<file path="src/hdl/sdm_pkg.sv">
`default_nettype none
package sdm_pkg;

    // Store geometry
    localparam int unsigned MAX_PIXELS = 131072;
    localparam int unsigned IDX_W      = $clog2(MAX_PIXELS);

    // Field widths
    localparam int unsigned LEVEL_W = 8;
    localparam int unsigned AMP_W   = 4;
    localparam int unsigned PROD_W  = LEVEL_W + AMP_W;
    localparam int unsigned ENTRY_W = 2 * LEVEL_W;

    localparam logic [LEVEL_W-1:0] MAX_LEVEL = '1;

    typedef logic [IDX_W-1:0]   idx_t;
    typedef logic [LEVEL_W-1:0] level_t;
    typedef logic [AMP_W-1:0]   amp_t;
    typedef logic [PROD_W-1:0]  prod_t;

    // Register select codes (byte address bit 2)
    typedef enum logic {
        REG_AMPLIFICATION    = 1'b0,
        REG_INITIAL_VARIANCE = 1'b1
    } reg_sel_t;

    // Stage 1: accepted pixel, store read in flight
    typedef struct packed {
        logic   valid;
        idx_t   idx;
        level_t pixel;
        logic   init;
    } s1_t;

    // Stage 2: background done, variance pending
    typedef struct packed {
        logic   valid;
        idx_t   idx;
        logic   init;
        level_t background;
        level_t difference;
        prod_t  target;
        level_t variance_rd;
    } s2_t;

    // Stage 3: finished result
    typedef struct packed {
        logic   valid;
        idx_t   idx;
        level_t background;
        level_t difference;
        level_t variance;
        logic   motion;
    } s3_t;

    // Newer copy of a store entry held in the pipeline
    typedef struct packed {
        logic   valid;
        idx_t   idx;
        level_t background;
        level_t variance;
    } fwd_t;

    // Move value one unit toward target, saturating at the top level
    function automatic level_t step_toward(input level_t value, input prod_t target);
        prod_t value_ext;
        value_ext = prod_t'(value);
        if (value_ext < target) begin
            step_toward = (value == MAX_LEVEL) ? MAX_LEVEL : value + level_t'(1);
        end else if (value_ext > target) begin
            step_toward = value - level_t'(1);
        end else begin
            step_toward = value;
        end
    endfunction

endpackage
`default_nettype wire

</file>
<file path="src/hdl/sdm_var_update.sv">
`default_nettype none
module sdm_var_update (
    input  wire sdm_pkg::s2_t    s2,
    input  wire sdm_pkg::fwd_t   fwd_near,
    input  wire sdm_pkg::fwd_t   fwd_far,
    input  wire sdm_pkg::level_t initial_variance,
    output sdm_pkg::s3_t         s3_next
);
    import sdm_pkg::*;

    level_t old_var;
    level_t new_var;

    // Pick the newest variance for this index
    always_comb begin
        if (fwd_near.valid && fwd_near.idx == s2.idx) begin
            old_var = fwd_near.variance;
        end else if (fwd_far.valid && fwd_far.idx == s2.idx) begin
            old_var = fwd_far.variance;
        end else begin
            old_var = s2.variance_rd;
        end
    end

    assign new_var = s2.init ? initial_variance : step_toward(old_var, s2.target);

    // Assemble the result; init pixels never flag motion
    always_comb begin
        s3_next.valid      = s2.valid;
        s3_next.idx        = s2.idx;
        s3_next.background = s2.background;
        s3_next.difference = s2.difference;
        s3_next.variance   = new_var;
        s3_next.motion     = !s2.init && !(s2.difference < new_var);
    end

endmodule
`default_nettype wire

</file>
<file path="config.mk">
export PLATFORM = sky130hd
export DESIGN_NAME = sdm_var_update
export DESIGN_NICKNAME = d
export VERILOG_FILES = /design/src/hdl/sdm_pkg.sv /design/src/hdl/sdm_var_update.sv
export SDC_FILE = /design/constraint.sdc
export NUM_CORES = 1
export LEC_CHECK = 0
export BUFFER_PORTS_ARGS = -buffer_cell sky130_fd_sc_hd__buf_4
export CORE_MARGIN = 4
export CORE_UTILIZATION = 43
export DETAILED_ROUTE_END_ITERATION = 8
export GPL_ROUTABILITY_DRIVEN = 0
export PLACE_DENSITY = 0.9
export SYNTH_ARGS = -nofsm -noshare
export SYNTH_HDL_FRONTEND = slang
export SYNTH_SLANG_ARGS = --single-unit
</file>
<file path="constraint.sdc">
create_clock -name vclk -period 12.15
set_input_delay 2.43 -clock vclk [all_inputs]
set_output_delay 2.43 -clock vclk [all_outputs]
set_load 0.05 [all_outputs]
</file>
==> results.md <==
- Filler cell count: 383
- Initial DRT Pass Iterations: 4
- Synth area leader: xnor2_1
- Startpoint Class: input port
- First-pass GRT wire length: 9950 um
- GR Util met2: 43.8%
- Initial Util: 44.7%
- Clock power share: 0%
- Slowest cell on the critical path: a211oi_1
- Post-DP HPWL: 5770 um
- Hold Crit Class: input port to output port
- Drt first-iter violations: 83
- DRC viols: 0
- Seq Cell Count: 0
- Clkbuf count: 0
- Hold Fails Final Rpt: 0
- Core area: 4380 um2
- I/O pin total: 174
- FMAX: 0.0998 GHz
- Die ar.: 5700 um2
- Antenna-violating nets left: 0
- Share of the synthesized area in the top cell type: 15.2%
- Critical Path RT: 9.72 ns
- Sequential Area: 0 um2
- RSZ-0062 raised after global routing: false
- Critical Path, Cell by Cell: buf_4 > xnor2_1 > nand4_1 > nor3_4 > nand2_1 > a211oi_1 > nor2_1 > ha_1 > nand4_1 > nor2_1 > nand2_1 > nand4b_1 > o31ai_1 > o311ai_1 > o311ai_0 > ha_1 > a21o_1 > a21o_1 > a21oi_1 > a21oi_1 > a21boi_0 > a31oi_1 > o21ai_0 > buf_4
- Nets: 510
- Placement row count: 24
- Grt peak-use layer: met2
- Status: completed
- Cts hold-fix bufs: 0
- Post-DR vias/cell: 5.53
- Syn Area/Cell: 7.56 um2
- Layout Area Growth over Synthesis: 41.1%
- Total global-route track usage: 21.8%
- Crit Path Class: input port to output port
- Net Sw Frac: 53.9%
- DR WL/cell: 15.6 um
- Vias: 2277
- Syn Nets: 407
- Critical Path End Type: output port
- Met3 Use GR: 4.35%
- Number of cells on the worst hold path: 0
- Post-Syn Area: 1960 um2
- Initial antenna violation count: 0
- Synth cell types: 56
- Multi-input gate area: 1590 um2
- Sequential-to-total area share from yosys stat: 0%
- Worst Path Arrival: 7.59 ns
- # diodes: 0
- Final WL: 6420 um
- Final Cycle Share: 82.5%
- Die H: 75.5 um
- Post-CTS sizing: 0
- Worst Path Max Fanout: 15
- Psw: 0.0619 mW
- Worst slack at placement: 2.15 ns
- Launch point of the worst path: s2[45]
- Postcts setup bufs: 0
- Hold EP: s3_next[17]
- Overflow after GRT: 0
- Peak VDD IR: 34.3 uV
- Comb pwr share: 100.0%
- Share of cells above drive strength 1: 43.6%
- YS warnings: 0
- P_leak: 1.36 nW
- Setup-failing EPs final: 0
- Relative slew slack: 44.3%
- Grt met1 use: 22.3%
- Number of max-cap violations: 0
- Slew @ Worst Pin: 0.829 ns
- Pin count of the biggest net entering global routing: 23
- Die Width: 75.5 um
- Crit path time final: 10.02 ns
- Sequential share of power: 0%
- Mapped Cells: 259
- Internal power: 0.0529 mW
- Main area contributors after synthesis: xnor2_1 (15%), buf_4 (13%), ha_1 (11%), nand2_1 (3.3%), nand4_1 (3.2%)
- Synth cell count leaders: buf_4 (34), xnor2_1 (34), ha_1 (17), nand2_1 (17), nor2_1 (13)
- Vias in the first global route: 2273
- Final Max Tran Viols: 0
- Number of buffers inserted by port buffering: 140
- Fin worst setup slack: 2.13 ns
- Hold Crit Start: s2[28]
- CP peak stage delay: 0.58 ns
- Power Density: 41.5 nW/um2
- Final TNS setup: 0 ns
critical path: cells and delay by family:
kind | cells | cell delay [ns]
fa+ha+maj | 2 | 0.69
buf+inv | 2 | 0.33
xor+xnor | 1 | 0.15
simple gates | 8 | 1.92
compound gates | 11 | 2.05
stage by stage:
stage | cells | hold slack [ns] | util (%) | area [um2] | total power [mW]
2_1_floorplan | 259 | 5.03 | - | 1960 | 0.0793
3_3_place_gp | 412 | 4.86 | 63.0 | 2760 | 0.112
3_5_place_dp | 412 | 4.86 | 63.0 | 2760 | 0.115
4_1_cts | 412 | 4.86 | 63.0 | 2760 | 0.115
5_1_grt | 412 | 4.86 | 63.0 | 2760 | 0.124
6_report | 412 | 4.86 | 63.0 | 2760 | 0.115
cell type report:
type               instances  area share [%]
multi-input cells        206            57.4
repair buffers           142            38.6
well taps                 52            2.36
inverters                 12            1.63
placed cells by master (no fill, tap or decap), drive strengths merged, types with 2 or more instances in the layout:
master	instances
buf	142
xnor2	34
nand2	18
ha	17
nor2	14
inv	12
a21oi	12
nand4	10
o21ai	8
xor2	7
and3	7
nor3	7
a21boi	5
a21o	5
a32o	4
nor2b	4
o31ai	4
a31oi	4
a211oi	4
o22a	4
nand3	3
mux2i	3
nor4	3
o311ai	3
a32oi	2
o2bb2ai	2
nand2b	2
o311a	2
mux2	2
worst max path at each step:
| stage | to | slack, ns | cells past startpoint |
|---|---|---|---|
| floorplan | s3_next[0] | 2.02 | 24 |
| global placement | s3_next[0] | 2.32 | 24 |
| detailed placement | s3_next[0] | 2.15 | 24 |
| CTS | s3_next[0] | 2.12 | 24 |
| global route | s3_next[0] | 1.47 | 24 |
| finish | s3_next[0] | 2.13 | 24 |
cells by family (layout without fill, tap and decap cells):
family / after synthesis / in the layout / share of synthesized area, %
compound gates: 67 / 67 / 26.2
xor+xnor: 41 / 41 / 18.3
fa+ha+maj: 17 / 17 / 10.9
buf+inv: 53 / 154 / 19.0
mux: 5 / 5 / 2.88
simple gates: 76 / 76 / 22.7
power by group through the flow:
stage | logic (mW) | registers (mW) | clock network, mW
floorplan | 0.0793 | 0 | 0
global placement | 0.112 | 0 | 0
detailed placement | 0.115 | 0 | 0
CTS | 0.115 | 0 | 0
global route | 0.124 | 0 | 0
finish | 0.115 | 0 | 0
per-layer routing:
layer  up-vias  part of all wire, %
met5         -                    0
met4         0                  2.4
met3        14                   10
met2       116                   54
met1      1024                   33
li1       1123                    -
Power figures use the tool's default switching activity.
