==> src/hdl/sdm_pkg.sv <==
`default_nettype none
package sdm_pkg;

    // Store geometry
    localparam int unsigned MAX_PIXELS = 131072;
    localparam int unsigned IDX_W      = $clog2(MAX_PIXELS);

    // Field widths
    localparam int unsigned LEVEL_W = 8;
    localparam int unsigned AMP_W   = 4;
    localparam int unsigned PROD_W  = LEVEL_W + AMP_W;
    localparam int unsigned ENTRY_W = 2 * LEVEL_W;

    localparam logic [LEVEL_W-1:0] MAX_LEVEL = '1;

    typedef logic [IDX_W-1:0]   idx_t;
    typedef logic [LEVEL_W-1:0] level_t;
    typedef logic [AMP_W-1:0]   amp_t;
    typedef logic [PROD_W-1:0]  prod_t;

    // Register select codes (byte address bit 2)
    typedef enum logic {
        REG_AMPLIFICATION    = 1'b0,
        REG_INITIAL_VARIANCE = 1'b1
    } reg_sel_t;

    // Stage 1: accepted pixel, store read in flight
    typedef struct packed {
        logic   valid;
        idx_t   idx;
        level_t pixel;
        logic   init;
    } s1_t;

    // Stage 2: background done, variance pending
    typedef struct packed {
        logic   valid;
        idx_t   idx;
        logic   init;
        level_t background;
        level_t difference;
        prod_t  target;
        level_t variance_rd;
    } s2_t;

    // Stage 3: finished result
    typedef struct packed {
        logic   valid;
        idx_t   idx;
        level_t background;
        level_t difference;
        level_t variance;
        logic   motion;
    } s3_t;

    // Newer copy of a store entry held in the pipeline
    typedef struct packed {
        logic   valid;
        idx_t   idx;
        level_t background;
        level_t variance;
    } fwd_t;

    // Move value one unit toward target, saturating at the top level
    function automatic level_t step_toward(input level_t value, input prod_t target);
        prod_t value_ext;
        value_ext = prod_t'(value);
        if (value_ext < target) begin
            step_toward = (value == MAX_LEVEL) ? MAX_LEVEL : value + level_t'(1);
        end else if (value_ext > target) begin
            step_toward = value - level_t'(1);
        end else begin
            step_toward = value;
        end
    endfunction

endpackage
`default_nettype wire

==> src/hdl/sdm_bg_update.sv <==
`default_nettype none
module sdm_bg_update (
    input  wire sdm_pkg::s1_t    s1,
    input  wire sdm_pkg::level_t bg_rd,
    input  wire sdm_pkg::level_t var_rd,
    input  wire sdm_pkg::fwd_t   fwd_near,
    input  wire sdm_pkg::fwd_t   fwd_far,
    input  wire sdm_pkg::amp_t   amplification,
    output sdm_pkg::s2_t         s2_next
);
    import sdm_pkg::*;

    level_t old_bg;
    level_t diff;

    // Pick the newest background for this index
    always_comb begin
        if (fwd_near.valid && fwd_near.idx == s1.idx) begin
            old_bg = fwd_near.background;
        end else if (fwd_far.valid && fwd_far.idx == s1.idx) begin
            old_bg = fwd_far.background;
        end else begin
            old_bg = bg_rd;
        end
    end

    assign diff = (old_bg >= s1.pixel) ? old_bg - s1.pixel : s1.pixel - old_bg;

    // Step background (or load it from the pixel on init), form difference and variance target
    always_comb begin
        s2_next.valid       = s1.valid;
        s2_next.idx         = s1.idx;
        s2_next.init        = s1.init;
        s2_next.variance_rd = var_rd;
        if (s1.init) begin
            s2_next.background = s1.pixel;
            s2_next.difference = '0;
            s2_next.target     = '0;
        end else begin
            s2_next.background = step_toward(old_bg, prod_t'(s1.pixel));
            s2_next.difference = diff;
            s2_next.target     = prod_t'(diff) * prod_t'(amplification);
        end
    end

endmodule
`default_nettype wire

==> config.mk <==
export PLATFORM = sky130hd
export DESIGN_NAME = sdm_bg_update
export DESIGN_NICKNAME = d
export VERILOG_FILES = /design/src/hdl/sdm_pkg.sv /design/src/hdl/sdm_bg_update.sv
export SDC_FILE = /design/constraint.sdc
export NUM_CORES = 1
export LEC_CHECK = 0
export ABC_AREA = 1
export ABC_CLOCK_PERIOD_IN_PS = 8500
export BUFFER_PORTS_ARGS = -buffer_cell sky130_fd_sc_hd__buf_2
export CORE_UTILIZATION = 40
export DETAILED_ROUTE_END_ITERATION = 12
export GPL_TIMING_DRIVEN = 0
export PLACE_DENSITY_LB_ADDON = 0.12
export SETUP_SLACK_MARGIN = 0.02
export SLEW_MARGIN = 20
export SYNTH_ARGS = -nofsm -noshare
export SYNTH_HDL_FRONTEND = slang
export SYNTH_SLANG_ARGS = --single-unit
==> constraint.sdc <==
create_clock -name vclk -period 8.5
set_input_delay 1.7 -clock vclk [all_inputs]
set_output_delay 1.7 -clock vclk [all_outputs]
set_load 0.005 [all_outputs]
==> results of run 1 <==
## layout make-up
cell class | instances | area (µm²) | share of cell area
plain buffers | 33 | 251 | 0.0427
inverters | 117 | 459 | 0.0780
multi-input cells | 522 | 3580 | 0.609
well taps | 108 | 135 | 0.0230
repair buffers | 219 | 1450 | 0.247
## final timing paths
| kind | from | depth (start not counted) | slack [ns] | end |
|---|---|---|---|---|
| worst min-delay path | s1[26] | 2 | 3.57 | s2_next[54] |
| worst max-delay path | fwd_far[18] | 39 | -0.25 | s2_next[18] |
## power by group
group	switching (mW)	internal, mW
Combinational	0.318	0.289
Clock	0	0
Sequential	0	0
## stage by stage
stage,util,cell area (µm²)
2_1_floorplan,-,3710
3_3_place_gp,0.518,4560
3_5_place_dp,0.518,4560
4_1_cts,0.614,5410
5_1_grt,0.668,5880
6_report,0.668,5880
## repair_timing
action | in CTS | in global routing
buffers inserted | 62 | 14
gates resized for setup | 90 | 109
pin swaps | 57 | 56
endpoints found under the hold margin | 0 | 0
cloned | 0 | 0
setup endpoints to repair | 9 | 6
hold buffers | 0 | 0
## cells in the mapped netlist, types with 2 or more instances
master,number
sky130_fd_sc_hd__nand2_1,205
sky130_fd_sc_hd__buf_4,28
sky130_fd_sc_hd__a21oi_1,25
sky130_fd_sc_hd__o21ai_1,4
sky130_fd_sc_hd__o22ai_1,2
sky130_fd_sc_hd__nand3_1,40
sky130_fd_sc_hd__nor2_2,5
sky130_fd_sc_hd__inv_2,13
sky130_fd_sc_hd__nor2_4,6
sky130_fd_sc_hd__clkbuf_1,4
sky130_fd_sc_hd__fa_1,14
sky130_fd_sc_hd__nand3_4,2
sky130_fd_sc_hd__o221ai_1,2
sky130_fd_sc_hd__buf_2,2
sky130_fd_sc_hd__nand2_2,13
sky130_fd_sc_hd__xor2_1,14
sky130_fd_sc_hd__mux2i_1,2
sky130_fd_sc_hd__nor2_1,84
sky130_fd_sc_hd__nand4_1,26
sky130_fd_sc_hd__nand3b_1,2
sky130_fd_sc_hd__o211ai_1,2
sky130_fd_sc_hd__ha_1,33
sky130_fd_sc_hd__or2_0,2
sky130_fd_sc_hd__inv_1,104
sky130_fd_sc_hd__or2_1,7
sky130_fd_sc_hd__o21ai_0,16
sky130_fd_sc_hd__xnor2_1,6
## cells by family (layout without fill, tap and decap cells)
kind of cell	Yosys count	after routing	synth area share
adder cells (fa/ha/maj)	47	47	0.189
XOR/XNOR	21	21	0.0521
AND/OR/NAND/NOR	397	397	0.485
buffers and inverters	152	369	0.187
AO/OA/AOI/OAI	55	55	0.0821
multiplexers	2	2	0.00545
## metal layers
layer / track usage / up-vias / wire (µm)
met1: 0.340 / 2249 / 5750
met5: 0 / - / 0
met2: 0.472 / 185 / 6620
met3: 0.0136 / 31 / 739
li1: - / 2508 / -
met4: 0.0548 / 0 / 322
==> key figures, run 1 <==
Pwr
  – IR drop worst, VDD: 0.0000692 V
  – Static leakage: 3.36 nW
  – Power per cell area: 103 nW/µm²
  – Post-layout power: 0.607 mW

Floorplanning
  – Core Box Area: 8810 µm²
  – Area of the die: 9570 µm²
  – Rows: 34
  – Number of top-level design ports: 170
  – Die boundary height: 97.9 µm
  – Starting utilization of the core area: 0.417
  – Die X-Extent: 97.9 µm

Layout
  – Fillcell total: 829
  – Sequential cell area in the final layout: 0 µm²
  – Layout clock buffer count: 0
  – Fraction of final layout cells with drive strength greater than 1: 0.457
  – Most frequent cells in the layout: 157 x sky130_fd_sc_hd__nand2_1, 120 x sky130_fd_sc_hd__buf_2, 102 x sky130_fd_sc_hd__buf_4
  – Synth-to-Final Area Change: 60.1%
  – Most common cell after layout, fill and taps aside: sky130_fd_sc_hd__nand2_1
  – Final cell count without fillers: 999
  – Inserted Diodes: 0
  – NumNets Final: 1055
  – Seq Cell Count: 0

Placement
  – Placed cells: 926
  – Placer congestion estimate: 0.914
  – Half-perimeter wire length of the detailed placement result: 10200 µm
  – DP Worst Slack: -1.21 ns
  – Port bufs: 144

Timing
  – Measured slew at the worst slew-check pin: 0.536 ns
  – Crit share post-route: 1.03
  – Remaining max-slew budget at the tightest pin: 0.643
  – Worst Setup Slack, final: -0.251 ns
  – Final count of negative-setup-slack endpoints: 4
  – Final period demand of the worst path: 8.75 ns
  – RSZ-0062 raised after global routing: yes
  – Worst hold margin: 3.57 ns
  – Final hold violation count: 0
  – Maximum clock frequency: 114 MHz
  – Number of pins exceeding their max-slew limit in the final report: 0
  – Setup total negative slack: -0.681 ns

Synthesis
  – Portion of synthesized cell area occupied by the leading cell type: 0.209
  – Number of instances in the synthesized netlist: 674
  – Number of different library cells in the post-synthesis netlist: 38
  – Biggest area consumer among synthesized cells: sky130_fd_sc_hd__nand2_1
  – Syn Area/Cell: 5.45 µm²
  – Proportion of synthesized chip area in sequential cells: 0
  – Synth warnings: 0
  – Area contributors post-synth: sky130_fd_sc_hd__nand2_1 21%, sky130_fd_sc_hd__ha_1 11%, sky130_fd_sc_hd__inv_1 11%, sky130_fd_sc_hd__nor2_1 8.6%, sky130_fd_sc_hd__fa_1 7.6%
  – Post-Syn Area: 3670 µm²
  – Post-Synthesis Net Count: 836

Setup path
  – Endpoint type of the worst setup path: output port
  – CP Buf/Inv Count: 7
  – Slowest stage cell, crit path: sky130_fd_sc_hd__fa_2
  – Top cell by count, worst path: sky130_fd_sc_hd__nand2_2
  – Required time at the endpoint of the critical path: 6.80 ns
  – Worst-path maximum fanout: 7
  – Delay of the slowest cell on the worst path: 0.51 ns
  – Largest delay share family, worst path: simple AND/OR/NAND/NOR gates
  – Arrival time at the worst endpoint: 7.05 ns
  – Category of the most critical setup path: input port to output port
  – Startpoint types: input port

Detailed routing
  – Pre-antenna DRT Iters: 9
  – Final routed DRC violation total: 16
  – Antenna-violating nets left: 0
  – Per-cell routed wire length: 13.4 µm
  – Routed vias: 4973
  – Via density per instance: 4.98
  – 1st-iter DRT viols: 256
  – Detailed Route WL: 13400 µm

Global routing
  – Leftover overflow at the end of global routing: 0
  – Initial antenna violation count: 0
  – Vias in the first global route: 4573
  – Total routing resource utilization after global routing: 0.261
  – Wire length of the first global-routing pass: 20800 µm
  – Largest net degree at the start of global routing: 11

Outcome
  – Failing checks: DRC, setup timing
  – Outcome: finished, violations left

Flow run
  – Max-capacitance violation count: 0

Worst hold path
  – Path type of the worst min-delay path: input port to output port
Power figures use the tool's default switching activity.
==> run 2, diff against run 1 <==
- REMOVE_ABC_BUFFERS: not set -> 1
==> run 2 against run 1 <==
  * The flow still finishes with violations (DRC, setup timing)
  * Critical path depth shrank 3
  * Wire length shrank 4.7%
  * Power is 3.4% higher
  * First-iteration DRC count shrank 23%
  * Count of clock-buffer cells in the layout unchanged
  * Sequential share of layout area did not move
  * Hold slack worse by 0.17 ns
  * Core utilization decreased by 4.2 points
  * Largest cell class unchanged
  * Highest routed layer unchanged
==> key figures, run 2 (synthesis results as in run 1) <==
Setup path
  – Endpoint type of the worst setup path: output port
  – Startpoint types: input port
  – Arrival time at the worst endpoint: 7.12 ns
  – Top cell by count, worst path: sky130_fd_sc_hd__nand2_2
  – Slowest stage cell, crit path: sky130_fd_sc_hd__fa_1
  – Worst-path maximum fanout: 7
  – Category of the most critical setup path: input port to output port
  – Worst setup path endpoint: s2_next[19]
  – Delay of the slowest cell on the worst path: 0.52 ns
  – Crit path launch: s1[17]
  – Required time at the endpoint of the critical path: 6.80 ns

Pwr
  – Post-layout power: 0.627 mW
  – Power per cell area: 114 nW/µm²
  – Static leakage: 3.16 nW
  – IR drop worst, VDD: 0.0000792 V

Global routing
  – Largest net degree at the start of global routing: 20
  – Total routing resource utilization after global routing: 0.258
  – Peak-usage layer in the global routing report: met2
  – Vias in the first global route: 4612
  – Met3 usage: 0.0315
  – Leftover overflow at the end of global routing: 0
  – Initial antenna violation count: 0
  – Met2 Usage GRT: 0.488
  – Routing usage on met1: 0.314
  – Wire length of the first global-routing pass: 20500 µm

Placement
  – Port bufs: 136
  – Total cell area at the placement stage: 4240 µm²
  – Half-perimeter wire length of the detailed placement result: 9760 µm
  – Placed cells: 883
  – Placer congestion estimate: 0.990
  – DP Worst Slack: -1.56 ns

Timing
  – Worst hold margin: 3.40 ns
  – Worst Setup Slack, final: -0.316 ns
  – Final period demand of the worst path: 8.82 ns
  – Setup total negative slack: -1.06 ns
  – Number of pins exceeding their max-slew limit in the final report: 0
  – Remaining max-slew budget at the tightest pin: 0.614
  – Final count of negative-setup-slack endpoints: 5
  – Measured slew at the worst slew-check pin: 0.579 ns
  – RSZ-0062 raised after global routing: yes
  – Crit share post-route: 1.04
  – Final hold violation count: 0
  – Maximum clock frequency: 113 MHz

Layout
  – Summed area of non-filler cells in the final layout: 5520 µm²
  – NumNets Final: 1009
  – Seq Cell Count: 0
  – Fraction of final layout cells with drive strength greater than 1: 0.417
  – Final cell count without fillers: 953
  – Most common cell after layout, fill and taps aside: sky130_fd_sc_hd__nand2_1
  – Synth-to-Final Area Change: 50.1%
  – Sequential cell area in the final layout: 0 µm²
  – Inserted Diodes: 0
  – Most frequent cells in the layout: 165 x sky130_fd_sc_hd__nand2_1, 119 x sky130_fd_sc_hd__buf_2, 95 x sky130_fd_sc_hd__inv_1
  – Fillcell total: 856
  – Finished Core Util: 0.626
  – Layout clock buffer count: 0

Floorplanning
  – Die boundary height: 97.9 µm
  – Core Box Area: 8810 µm²
  – Rows: 34
  – Die X-Extent: 97.9 µm
  – Starting utilization of the core area: 0.417
  – Number of top-level design ports: 170
  – Area of the die: 9570 µm²

Detailed routing
  – Pre-antenna DRT Iters: 9
  – Via density per instance: 5.01
  – Routed vias: 4776
  – Final routed DRC violation total: 18
  – 1st-iter DRT viols: 196
  – Antenna-violating nets left: 0
  – Per-cell routed wire length: 13.4 µm
  – Detailed Route WL: 12800 µm

Flow run
  – Max-capacitance violation count: 0

Outcome
  – Failing checks: DRC, setup timing
  – Outcome: finished, violations left

Worst hold path
  – Path type of the worst min-delay path: input port to output port
run 2: worst min path at each step:
stage | from | cells after the start | to
floorplan | var_rd[0] | 0 | s2_next[0]
detailed placement | var_rd[2] | 0 | s2_next[2]
CTS | var_rd[2] | 0 | s2_next[2]
finish | var_rd[1] | 0 | s2_next[1]
global placement | var_rd[2] | 0 | s2_next[2]
global route | var_rd[2] | 0 | s2_next[2]
run 2: power breakdown:
group	internal, mW	switching (mW)	total [mW]
combinational	0.301	0.326	0.627
clock	0	0	0
sequential	0	0	0
run 2: layout make-up:
type / count / area, µm² / share of cell area
multi-input combinational: 522 / 3560 / 0.646
timing repair buffer: 206 / 1360 / 0.247
tap: 108 / 135 / 0.0245
inverter: 117 / 457 / 0.0828
run 2: repair_timing:
action / in CTS / in global routing
hold buffers: 0 / 0
setup endpoints to repair: 9 / 7
gates cloned: 0 / 0
gates resized for setup: 100 / 87
setup buffers: 48 / 25
pin swaps: 53 / 61
run 2: per-layer routing:
| layer | wire length [µm] | up-vias |
|---|---|---|
| met4 | 158 | 0 |
| met5 | 0 | - |
| met3 | 742 | 16 |
| met1 | 5470 | 2175 |
| met2 | 6430 | 155 |
| li1 | - | 2430 |
run 2: worst max-delay path: cells and delay by family:
| kind | cells | cell delay (ns) |
|---|---|---|
| xor+xnor | 2 | 0.39 |
| fa+ha+maj | 5 | 1.78 |
| mux | 1 | 0.24 |
| compound gates | 7 | 0.98 |
| buf+inv | 5 | 0.42 |
| simple gates | 16 | 1.58 |
